<file path="config.mk">
export PLATFORM = sky130hd
export DESIGN_NAME = rtos_task_scheduler
export DESIGN_NICKNAME = d
export VERILOG_FILES = /design/src/hdl/rts_pkg.sv /design/src/hdl/rts_delay_mem.sv /design/src/hdl/rts_select.sv /design/src/hdl/rtos_task_scheduler.sv
export SDC_FILE = /design/constraint.sdc
export NUM_CORES = 1
export LEC_CHECK = 0
export ABC_AREA = 1
export BUFFER_PORTS_ARGS = -buffer_cell sky130_fd_sc_hd__buf_2
export CAP_MARGIN = 20
export CORE_ASPECT_RATIO = 1.2
export CORE_MARGIN = 1
export CORE_UTILIZATION = 30
export DETAILED_ROUTE_END_ITERATION = 7
export GPL_TIMING_DRIVEN = 0
export MAX_ROUTING_LAYER = met4
export PLACE_DENSITY_LB_ADDON = 0.2
export SYNTH_ARGS = -nofsm -noshare
export SYNTH_HDL_FRONTEND = slang
export SYNTH_SLANG_ARGS = --single-unit
</file>
<file path="constraint.sdc">
create_clock -name clk -period 5.9 [get_ports clk]
set_input_delay 0.59 -clock clk [delete_from_list [all_inputs] [get_ports clk]]
set_output_delay 0.59 -clock clk [all_outputs]
set_load 0.005 [all_outputs]
</file>
<file path="src/hdl/rts_pkg.sv">
// ---------------------------------------------------------------------------
// rts_pkg: shared types and constants for the RTOS task scheduler.
// Holds the request and result item layouts, request codes, task states
// and the default sizes handed to the top level.
// ---------------------------------------------------------------------------
package rts_pkg;

    localparam int MAX_TASKS  = 8;
    localparam int DELAY_BITS = 32;

    // Request codes.
    localparam logic [1:0] REQ_TICK  = 2'd0;
    localparam logic [1:0] REQ_DELAY = 2'd1;
    localparam logic [1:0] REQ_BLOCK = 2'd2;
    localparam logic [1:0] REQ_WAKE  = 2'd3;

    // Task states.
    localparam logic [1:0] ST_READY = 2'd0;
    localparam logic [1:0] ST_RUN   = 2'd1;
    localparam logic [1:0] ST_BLOCK = 2'd2;

    // Configuration register index.
    localparam logic REG_TASK_COUNT = 1'b0;

    typedef struct packed {
        logic [1:0]  req_type;
        logic [31:0] delay_ticks;
        logic        queue_side;
    } req_t;

    typedef struct packed {
        logic [2:0] next_task;
        logic       idle_chosen;
        logic       task_found;
    } res_t;

    typedef enum logic [3:0] {
        S_IDLE  = 4'b0001,
        S_APPLY = 4'b0010,
        S_TICK  = 4'b0100,
        S_SEL   = 4'b1000
    } state_t;

endpackage

</file>
<file path="src/hdl/rts_delay_mem.sv">
// ---------------------------------------------------------------------------
// rts_delay_mem: delay counter store.
// One write port and one read port; the read data is registered.
// ---------------------------------------------------------------------------
module rts_delay_mem #(
    parameter int MAX_TASKS  = rts_pkg::MAX_TASKS,
    parameter int DELAY_BITS = rts_pkg::DELAY_BITS
) (
    input  logic                         clk,
    input  logic                         we,
    input  logic [$clog2(MAX_TASKS)-1:0] waddr,
    input  logic [DELAY_BITS-1:0]        wdata,
    input  logic [$clog2(MAX_TASKS)-1:0] raddr,
    output logic [DELAY_BITS-1:0]        rdata
);

    logic [DELAY_BITS-1:0] mem [MAX_TASKS];
    logic [DELAY_BITS-1:0] rdata_reg;

    // Write port.
    always_ff @(posedge clk)
    begin
        if (we)
        begin
            mem[waddr] <= wdata;
        end
    end

    // Registered read port.
    always_ff @(posedge clk)
    begin
        rdata_reg <= mem[raddr];
    end

    assign rdata = rdata_reg;

endmodule

</file>
<file path="src/hdl/rts_select.sv">
// ---------------------------------------------------------------------------
// rts_select: next task choice.
// Marks skipped blocked tasks as owed, serves the lowest owed ready task,
// otherwise the next ready task after the last index with wrap; the idle slot if all are blocked.
// ---------------------------------------------------------------------------
module rts_select #(
    parameter int MAX_TASKS = rts_pkg::MAX_TASKS
) (
    input  logic [$clog2(MAX_TASKS)-1:0] tc,
    input  logic [$clog2(MAX_TASKS)-1:0] last_idx,
    input  logic [$clog2(MAX_TASKS)-1:0] cur_idx,
    input  logic [MAX_TASKS-1:0]         ready_vec,
    input  logic [MAX_TASKS-1:0]         blocked_vec,
    input  logic [MAX_TASKS-1:0]         owed_vec,
    output logic [$clog2(MAX_TASKS)-1:0] next_idx,
    output logic [$clog2(MAX_TASKS)-1:0] last_next,
    output logic [MAX_TASKS-1:0]         owed_next
);

    localparam int IDX_W = $clog2(MAX_TASKS);

    logic [MAX_TASKS-1:0] in_range;
    logic [MAX_TASKS-1:0] owed_m;
    logic [MAX_TASKS-1:0] cand_owed;
    logic [MAX_TASKS-1:0] cand_after;
    logic [MAX_TASKS-1:0] cand_any;
    logic                 all_blocked;
    logic [IDX_W-1:0]     idx_owed;
    logic [IDX_W-1:0]     idx_after;
    logic [IDX_W-1:0]     idx_any;

    // Per-slot masks.
    always_comb
    begin
        for (int i = 0; i < MAX_TASKS; i++)
        begin
            in_range[i] = (IDX_W'(i) < tc);
            owed_m[i]   = owed_vec[i] | (blocked_vec[i] & in_range[i] &
                                         (IDX_W'(i) <= last_idx));
            cand_owed[i]  = owed_m[i] & ready_vec[i] & in_range[i];
            cand_any[i]   = ready_vec[i] & in_range[i];
            cand_after[i] = cand_any[i] & (IDX_W'(i) > last_idx);
        end
        all_blocked = &(~in_range | blocked_vec);
    end

    // Lowest set slot of each candidate mask.
    always_comb
    begin
        idx_owed  = '0;
        idx_after = '0;
        idx_any   = '0;
        for (int i = MAX_TASKS - 1; i >= 0; i--)
        begin
            if (cand_owed[i])
            begin
                idx_owed = IDX_W'(i);
            end
            if (cand_after[i])
            begin
                idx_after = IDX_W'(i);
            end
            if (cand_any[i])
            begin
                idx_any = IDX_W'(i);
            end
        end
    end

    // Final choice.
    always_comb
    begin
        next_idx  = cur_idx;
        last_next = last_idx;
        owed_next = owed_m;
        if (all_blocked)
        begin
            next_idx  = tc;
            last_next = tc;
            owed_next = owed_vec;
        end
        else if (|cand_owed)
        begin
            next_idx            = idx_owed;
            last_next           = idx_owed;
            owed_next[idx_owed] = 1'b0;
        end
        else if (|cand_after)
        begin
            next_idx  = idx_after;
            last_next = idx_after;
        end
        else if (|cand_any)
        begin
            next_idx  = idx_any;
            last_next = idx_any;
        end
    end

endmodule

</file>
<file path="src/hdl/rtos_task_scheduler.sv">
// A delay, block or wake item passes through S_APPLY and S_SEL before the done
// strobe; a tick also passes through S_TICK, whose sweep over the delay memory
// reads one slot per cycle. One item at a time; busy stays high until the
// result is strobed, and the next item may start in the strobe cycle.
// Reset clears task states, flags, indexes and task_count (to 1); the delay
// memory is not cleared, as an entry is used only after it has been written.
// ---------------------------------------------------------------------------
// rtos_task_scheduler: priority round-robin task scheduler.
// Applies tick, delay, block and wake items, then chooses and switches to
// the next task. Delay counters live in a synchronous memory.
// ---------------------------------------------------------------------------
module rtos_task_scheduler #(
    parameter int MAX_TASKS  = rts_pkg::MAX_TASKS,
    parameter int DELAY_BITS = rts_pkg::DELAY_BITS
) (
    input  logic          clk,
    input  logic          rst_n,
    input  logic          psel,
    input  logic          penable,
    input  logic          pwrite,
    input  logic [2:0]    paddr,
    input  logic [31:0]   pwdata,
    output logic [31:0]   prdata,
    output logic          pready,
    input  logic          start,
    input  rts_pkg::req_t req,
    output logic          busy,
    output logic          done,
    output rts_pkg::res_t result
);

    localparam int IDX_W = $clog2(MAX_TASKS);

    rts_pkg::state_t       state_reg;
    rts_pkg::req_t         req_reg;
    logic [2:0]            task_count_reg;
    logic [1:0]            stat_reg [MAX_TASKS];
    logic [MAX_TASKS-1:0]  wf_reg;
    logic [MAX_TASKS-1:0]  we_reg;
    logic [MAX_TASKS-1:0]  nz_reg;
    logic [MAX_TASKS-1:0]  owed_reg;
    logic [IDX_W-1:0]      last_reg;
    logic [IDX_W-1:0]      cur_reg;
    logic                  started_reg;
    logic                  found_reg;
    logic [IDX_W-1:0]      cnt_reg;
    logic                  rd_vld_reg;
    logic [IDX_W-1:0]      rd_idx_reg;
    logic                  done_reg;
    rts_pkg::res_t         result_reg;

    logic [IDX_W-1:0]      tc;
    logic                  have_run;
    logic [MAX_TASKS-1:0]  ready_vec;
    logic [MAX_TASKS-1:0]  blocked_vec;
    logic [MAX_TASKS-1:0]  wake_cand;
    logic                  wake_hit;
    logic [IDX_W-1:0]      wake_idx;
    logic [IDX_W-1:0]      sel_next;
    logic [IDX_W-1:0]      sel_last;
    logic [MAX_TASKS-1:0]  sel_owed;
    logic [IDX_W-1:0]      cur_next;
    logic [DELAY_BITS-1:0] dt;
    logic                  mem_we;
    logic [IDX_W-1:0]      mem_waddr;
    logic [DELAY_BITS-1:0] mem_wdata;
    logic [DELAY_BITS-1:0] mem_rdata;
    logic                  tick_hit;
    logic                  cfg_write;

    // Configuration port.
    assign pready    = 1'b1;
    assign cfg_write = psel & penable & pwrite & (paddr[2] == rts_pkg::REG_TASK_COUNT);
    assign prdata    = (paddr[2] == rts_pkg::REG_TASK_COUNT) ? {29'b0, task_count_reg} : '0;

    // Number of user tasks, clamped to the slots available.
    assign tc = (32'(task_count_reg) > 32'(MAX_TASKS - 1)) ? IDX_W'(MAX_TASKS - 1)
                                                           : IDX_W'(task_count_reg);

    assign dt = req_reg.delay_ticks[DELAY_BITS-1:0];

    // Status vectors.
    always_comb
    begin
        for (int i = 0; i < MAX_TASKS; i++)
        begin
            ready_vec[i]   = (stat_reg[i] == rts_pkg::ST_READY);
            blocked_vec[i] = (stat_reg[i] == rts_pkg::ST_BLOCK);
            wake_cand[i]   = blocked_vec[i] & (IDX_W'(i) < tc) &
                             (req_reg.queue_side ? we_reg[i] : wf_reg[i]);
        end
    end

    assign have_run = started_reg & (cur_reg < tc) & (stat_reg[cur_reg] == rts_pkg::ST_RUN);

    // First task blocked on the queue side opposite to the one requested.
    always_comb
    begin
        wake_idx = '0;
        for (int i = MAX_TASKS - 1; i >= 0; i--)
        begin
            if (wake_cand[i])
            begin
                wake_idx = IDX_W'(i);
            end
        end
    end
    assign wake_hit = |wake_cand;

    // Tick sweep: a blocked task with delay left counts down.
    assign tick_hit = rd_vld_reg & blocked_vec[rd_idx_reg] & nz_reg[rd_idx_reg];

    // Delay memory write port.
    always_comb
    begin
        mem_we    = 1'b0;
        mem_waddr = cur_reg;
        mem_wdata = dt;
        if (state_reg == rts_pkg::S_APPLY && req_reg.req_type == rts_pkg::REQ_DELAY &&
            have_run)
        begin
            mem_we = 1'b1;
        end
        else if (state_reg == rts_pkg::S_TICK && tick_hit)
        begin
            mem_we    = 1'b1;
            mem_waddr = rd_idx_reg;
            mem_wdata = mem_rdata - DELAY_BITS'(1);
        end
    end

    rts_delay_mem #(
        .MAX_TASKS (MAX_TASKS),
        .DELAY_BITS(DELAY_BITS)
    ) u_delay_mem (
        .clk  (clk),
        .we   (mem_we),
        .waddr(mem_waddr),
        .wdata(mem_wdata),
        .raddr(cnt_reg),
        .rdata(mem_rdata)
    );

    rts_select #(
        .MAX_TASKS(MAX_TASKS)
    ) u_select (
        .tc         (tc),
        .last_idx   (last_reg),
        .cur_idx    (cur_reg),
        .ready_vec  (ready_vec),
        .blocked_vec(blocked_vec),
        .owed_vec   (owed_reg),
        .next_idx   (sel_next),
        .last_next  (sel_last),
        .owed_next  (sel_owed)
    );

    assign cur_next = started_reg ? sel_next : '0;

    // Sequencer and task state.
    always_ff @(posedge clk or negedge rst_n)
    begin
        if (!rst_n)
        begin
            state_reg      <= rts_pkg::S_IDLE;
            req_reg        <= '0;
            task_count_reg <= 3'd1;
            for (int i = 0; i < MAX_TASKS; i++)
            begin
                stat_reg[i] <= rts_pkg::ST_READY;
            end
            wf_reg      <= '0;
            we_reg      <= '0;
            nz_reg      <= '0;
            owed_reg    <= '0;
            last_reg    <= '0;
            cur_reg     <= '0;
            started_reg <= 1'b0;
            found_reg   <= 1'b0;
            cnt_reg     <= '0;
            rd_vld_reg  <= 1'b0;
            rd_idx_reg  <= '0;
            done_reg    <= 1'b0;
            result_reg  <= '0;
        end
        else
        begin
            done_reg <= 1'b0;
            if (cfg_write)
            begin
                task_count_reg <= pwdata[2:0];
            end
            case (state_reg)
                rts_pkg::S_IDLE:
                begin
                    if (start)
                    begin
                        req_reg   <= req;
                        state_reg <= rts_pkg::S_APPLY;
                    end
                end

                rts_pkg::S_APPLY:
                begin
                    found_reg <= 1'b0;
                    cnt_reg   <= '0;
                    state_reg <= rts_pkg::S_SEL;
                    case (req_reg.req_type)
                        rts_pkg::REQ_TICK:
                        begin
                            rd_vld_reg <= 1'b0;
                            state_reg  <= rts_pkg::S_TICK;
                        end
                        rts_pkg::REQ_DELAY:
                        begin
                            if (have_run)
                            begin
                                stat_reg[cur_reg] <= rts_pkg::ST_BLOCK;
                                nz_reg[cur_reg]   <= (dt != '0);
                            end
                        end
                        rts_pkg::REQ_BLOCK:
                        begin
                            if (have_run)
                            begin
                                if (req_reg.queue_side)
                                begin
                                    wf_reg[cur_reg] <= 1'b1;
                                end
                                else
                                begin
                                    we_reg[cur_reg] <= 1'b1;
                                end
                                stat_reg[cur_reg] <= rts_pkg::ST_BLOCK;
                                found_reg         <= 1'b1;
                            end
                        end
                        default:
                        begin
                            if (wake_hit)
                            begin
                                stat_reg[wake_idx] <= rts_pkg::ST_READY;
                                if (req_reg.queue_side)
                                begin
                                    we_reg[wake_idx] <= 1'b0;
                                end
                                else
                                begin
                                    wf_reg[wake_idx] <= 1'b0;
                                end
                                found_reg <= 1'b1;
                            end
                        end
                    endcase
                end

                rts_pkg::S_TICK:
                begin
                    // Issue one read per cycle and finish the slot read last cycle.
                    rd_vld_reg <= (cnt_reg < tc);
                    rd_idx_reg <= cnt_reg;
                    if (cnt_reg < tc)
                    begin
                        cnt_reg <= cnt_reg + IDX_W'(1);
                    end
                    else
                    begin
                        state_reg <= rts_pkg::S_SEL;
                    end
                    if (tick_hit)
                    begin
                        nz_reg[rd_idx_reg] <= (mem_rdata != DELAY_BITS'(1));
                        if (mem_rdata == DELAY_BITS'(1))
                        begin
                            stat_reg[rd_idx_reg] <= rts_pkg::ST_READY;
                        end
                    end
                end

                rts_pkg::S_SEL:
                begin
                    // Context switch and result.
                    if (!started_reg)
                    begin
                        stat_reg[0] <= rts_pkg::ST_RUN;
                        cur_reg     <= '0;
                        started_reg <= 1'b1;
                    end
                    else
                    begin
                        if (!(blocked_vec[cur_reg] &&
                              (nz_reg[cur_reg] || wf_reg[cur_reg] || we_reg[cur_reg])))
                        begin
                            stat_reg[cur_reg] <= rts_pkg::ST_READY;
                        end
                        stat_reg[sel_next] <= rts_pkg::ST_RUN;
                        cur_reg            <= sel_next;
                        last_reg           <= sel_last;
                        owed_reg           <= sel_owed;
                    end
                    result_reg.next_task   <= 3'(cur_next);
                    result_reg.idle_chosen <= (cur_next == tc);
                    result_reg.task_found  <= found_reg;
                    done_reg               <= 1'b1;
                    state_reg              <= rts_pkg::S_IDLE;
                end

                default:
                begin
                    state_reg <= rts_pkg::S_IDLE;
                end
            endcase
        end
    end

    assign busy   = (state_reg != rts_pkg::S_IDLE);
    assign done   = done_reg;
    assign result = result_reg;

endmodule

</file>
==> flow_metrics.py <==
metrics = {
    "clock_network": {
        "cts_buffers": 46,
        "clock_sinks": 395,
        "max-clock-path-buffers": 3,
        "clock_latency_ns": 0.58,
        "cts-hold-fix-buffers": 1,
        "postCtsSetupBuffers": 0,
        "cts_clock_pin_slew_for_the_worst_setup_and_hold_paths_ns": 0.06,
        "cts_tree": "yes",
        "cts_max_level": 2,
        "root_buffer": "sky130_fd_sc_hd__clkbuf_16",
        "cts.repair.resized": 0,
    },
    "yosys": {
        "synth_area_leader_cell": "sky130_fd_sc_hd__edfxtp_1",
        "ys_async_sr_fraction": 0.271,
        "synth_enable_flop_cells": 256,
        "yosys_warnings": 0,
        "synthesis.area_per_instance_um2": 9.22,
        "synth_most_common_cell": "sky130_fd_sc_hd__nor2_1",
        "post_synth_most_frequent_cells": "382 x sky130_fd_sc_hd__nor2_1, 321 x sky130_fd_sc_hd__nand2_1, 256 x sky130_fd_sc_hd__edfxtp_1",
        "synth_area_um2": 19000,
        "synthFlopType": "sky130_fd_sc_hd__edfxtp_1",
        "seq_cells_post_synth": 395,
        "synth_top_cells_by_area": "sky130_fd_sc_hd__edfxtp_1 40%, sky130_fd_sc_hd__dfrtp_1 14%, sky130_fd_sc_hd__nor2_1 7.5%",
        "synth_largest_type_area_fraction": 0.405,
        "synthDistinctLibCells": 58,
        "post_synth_inst_count": 2060,
        "synth_sequential_area_ratio": 0.579,
    },
    "worst_setup_path": {
        "crit_required_ns": 6.17,
        "arrival_ns": 4.30,
        "reg_to_reg_start": "result[3]$_DFFE_PN0P_",
        "path_max_fanout": 11,
        "worstSetupPathType": "register to register",
        "crit-reg2reg-capture": "u_delay_mem.mem[2][29]$_DFFE_PP_",
        "timing.critical_path.from_type": "register",
        "worst_setup_path_end_kind": "register",
        "reg2reg_setup_slack_ns": 1.88,
        "r2r_cells": 13,
    },
    "floorplan": {
        "die_w_um": 232,
        "die_y_um": 278,
        "design.portCount": 116,
        "start_util": 0.305,
        "fp.dieArea_um2": 64300,
        "placeableCoreArea_um2": 62300,
        "rows": 100,
    },
    "power_and_ir_drop": {
        "finalPower_mw": 9.36,
        "power.clock.fraction": 0.309,
        "internal-power_mw": 5.94,
        "power.leakage_nw": 8.82,
        "switchingPower_mw": 3.43,
        "p_per_cell_area_nw_per_um2": 423,
        "switching_share": 0.366,
        "peak_supply_drop_uv": 224,
        "power.combinational.fraction": 0.289,
        "power.share.sequential": 0.403,
    },
    "sta": {
        "slew_headroom": 0.318,
        "finClkSkew_ns": 0.0248,
        "worst_hold_check_slack_ns": 0.221,
        "layout_min_cycle_time_ns": 4.02,
        "maxSlewViolCount": 0,
        "worst_pin_slew_ns": 1.02,
        "setup_tns_ns": 0,
        "clock.fmax_mhz": 248,
        "rsz_0062_raised_after_global_routing": "false",
        "final_min_period_over_clock_period": 0.682,
        "finalSetupViolations": 0,
        "hold_violations": 0,
    },
    "cells_and_area": {
        "design.final.nets": 2288,
        "layout.core_utilization": 0.355,
        "largest_reg_flops": 256,
        "antenna_cells_inserted": 0,
        "share_of_layout_cells_above_drive_strength_1": 0.125,
        "stdcell_area_um2": 22100,
        "areaGrowthSynthToFinish_pct": 16.5,
    },
    "global_routing": {
        "globalRouteTotalUtil": 0.209,
        "global_route.overflow_total": 0,
        "first_pass_grt_wire_length_um": 96900,
        "grt_start_max_net_pins": 65,
        "vias_in_the_first_global_route": 15100,
        "antenna_found_initial": 0,
    },
    "drt": {
        "drt.antenna.violating_nets": 0,
        "drt_iter0_drc": 1129,
        "dr_vias": 15300,
        "drt_pass1_iterations": 5,
        "vias_per_cell": 5.01,
        "total_length_of_routed_wires_um": 65200,
        "routed_wire_length_per_instance_um": 21.4,
        "drt_drc_violations_left": 0,
    },
    "placed_design": {
        "dpl_cell_area_um2": 20600,
        "global_placement_routability_congestion": 0.966,
        "dp_hpwl_um": 46800,
        "placement.io_buffers": 54,
    },
    "hold_path": {
        "hold-path-cell-count": 3,
        "min_to": "dt[14]$_DFFE_PN0P_",
        "hold_path_startpoint": "req[15]",
        "worst_hold_path_type": "input port to register",
    },
    "flow_run": {
        "drv_cap": 0,
    },
    "run_status": {
        "run_status": "finished, final reports clean",
    },
}
[layout make-up]
type                       count  area [um^2]
clock inverter                17          223
tap                          816         1020
multi-input combinational   1397         6870
buffer                       110          564
inverter                     186          698
sequential                   395        11000
fill                        6407        40200
timing repair buffer          65          457
clock buffer                  68         1290
[kinds of logic after synthesis]
group           synth area share
buf+inv                   0.0665
other cells             0.000395
fa+ha+maj                0.00724
xor+xnor                  0.0101
flops                      0.579
simple gates               0.202
compound gates             0.125
mux                      0.00889
[power by group through the flow]
| stage | combinational (mW) | clock, mW | sequential (mW) |
|---|---|---|---|
| CTS | 2.70 | 2.96 | 3.77 |
| floorplan | 1.73 | 0 | 3.70 |
| finish | 2.70 | 2.89 | 3.77 |
| detailed placement | 2.69 | 0 | 3.82 |
| global placement | 2.67 | 0 | 3.81 |
| global route | 2.96 | 3.04 | 3.81 |
[worst max-delay path, cell delays in order, from the launching register on]
cell and delay, ns:
sky130_fd_sc_hd__dfrtp_1 0.47, sky130_fd_sc_hd__buf_2 0.36, sky130_fd_sc_hd__nor2_1 0.18, sky130_fd_sc_hd__nand2_1 0.17
sky130_fd_sc_hd__inv_1 0.19, sky130_fd_sc_hd__nand2_1 0.10, sky130_fd_sc_hd__nand3_1 0.06, sky130_fd_sc_hd__a21oi_1 0.37
sky130_fd_sc_hd__nand3_1 0.21, sky130_fd_sc_hd__nor2_1 0.24, sky130_fd_sc_hd__o21a_1 0.17, sky130_fd_sc_hd__inv_1 0.12
sky130_fd_sc_hd__nor3_2 0.79, sky130_fd_sc_hd__buf_6 0.28
[worst max-delay path by stage]
stage / from / endpoint / slack, ns / depth (start not counted)
after floorplan: task_count_reg[1]$_DFFE_PN0P_ / u_delay_mem.mem[2][0]$_DFFE_PP_ / 1.49 / 12
after global placement: result[3]$_DFFE_PN0P_ / u_delay_mem.mem[2][6]$_DFFE_PP_ / -1.54 / 12
after detailed placement: result[3]$_DFFE_PN0P_ / u_delay_mem.mem[2][7]$_DFFE_PP_ / 1.92 / 13
after CTS: result[3]$_DFFE_PN0P_ / u_delay_mem.mem[2][29]$_DFFE_PP_ / 1.90 / 13
after global routing: stat_reg[5]$_DFFE_PN0P_ / u_delay_mem.mem[2][29]$_DFFE_PP_ / 1.69 / 11
final: result[3]$_DFFE_PN0P_ / u_delay_mem.mem[2][29]$_DFFE_PP_ / 1.88 / 13
[layout by cell type (no fill, tap or decap), types with 40 or more instances in the layout]
cell type / instances
sky130_fd_sc_hd__o21ai_0: 235
sky130_fd_sc_hd__a21oi_1: 41
sky130_fd_sc_hd__nand2_1: 321
sky130_fd_sc_hd__clkbuf_16: 47
sky130_fd_sc_hd__nor2_1: 378
sky130_fd_sc_hd__dfrtp_1: 105
sky130_fd_sc_hd__a31oi_1: 40
sky130_fd_sc_hd__buf_2: 63
sky130_fd_sc_hd__inv_1: 166
sky130_fd_sc_hd__edfxtp_1: 256
sky130_fd_sc_hd__clkbuf_1: 75
sky130_fd_sc_hd__nand3_1: 76
sky130_fd_sc_hd__o22ai_1: 40
[through the flow]
step	setup WS, ns	std cells
floorplan	1.49	2088
global placement	-1.54	2958
detailed placement	1.92	2967
CTS	1.90	3053
global route	1.69	3054
finish	1.88	3054
[layer usage]
| metal | routed length [um] | track usage |
|---|---|---|
| met1 | 26400 | 0.248 |
| met2 | 33300 | 0.359 |
| met3 | 3060 | 0.0251 |
| met4 | 2450 | 0.0801 |
| met5 | 0 | - |
(Power assumes the default switching activity.)
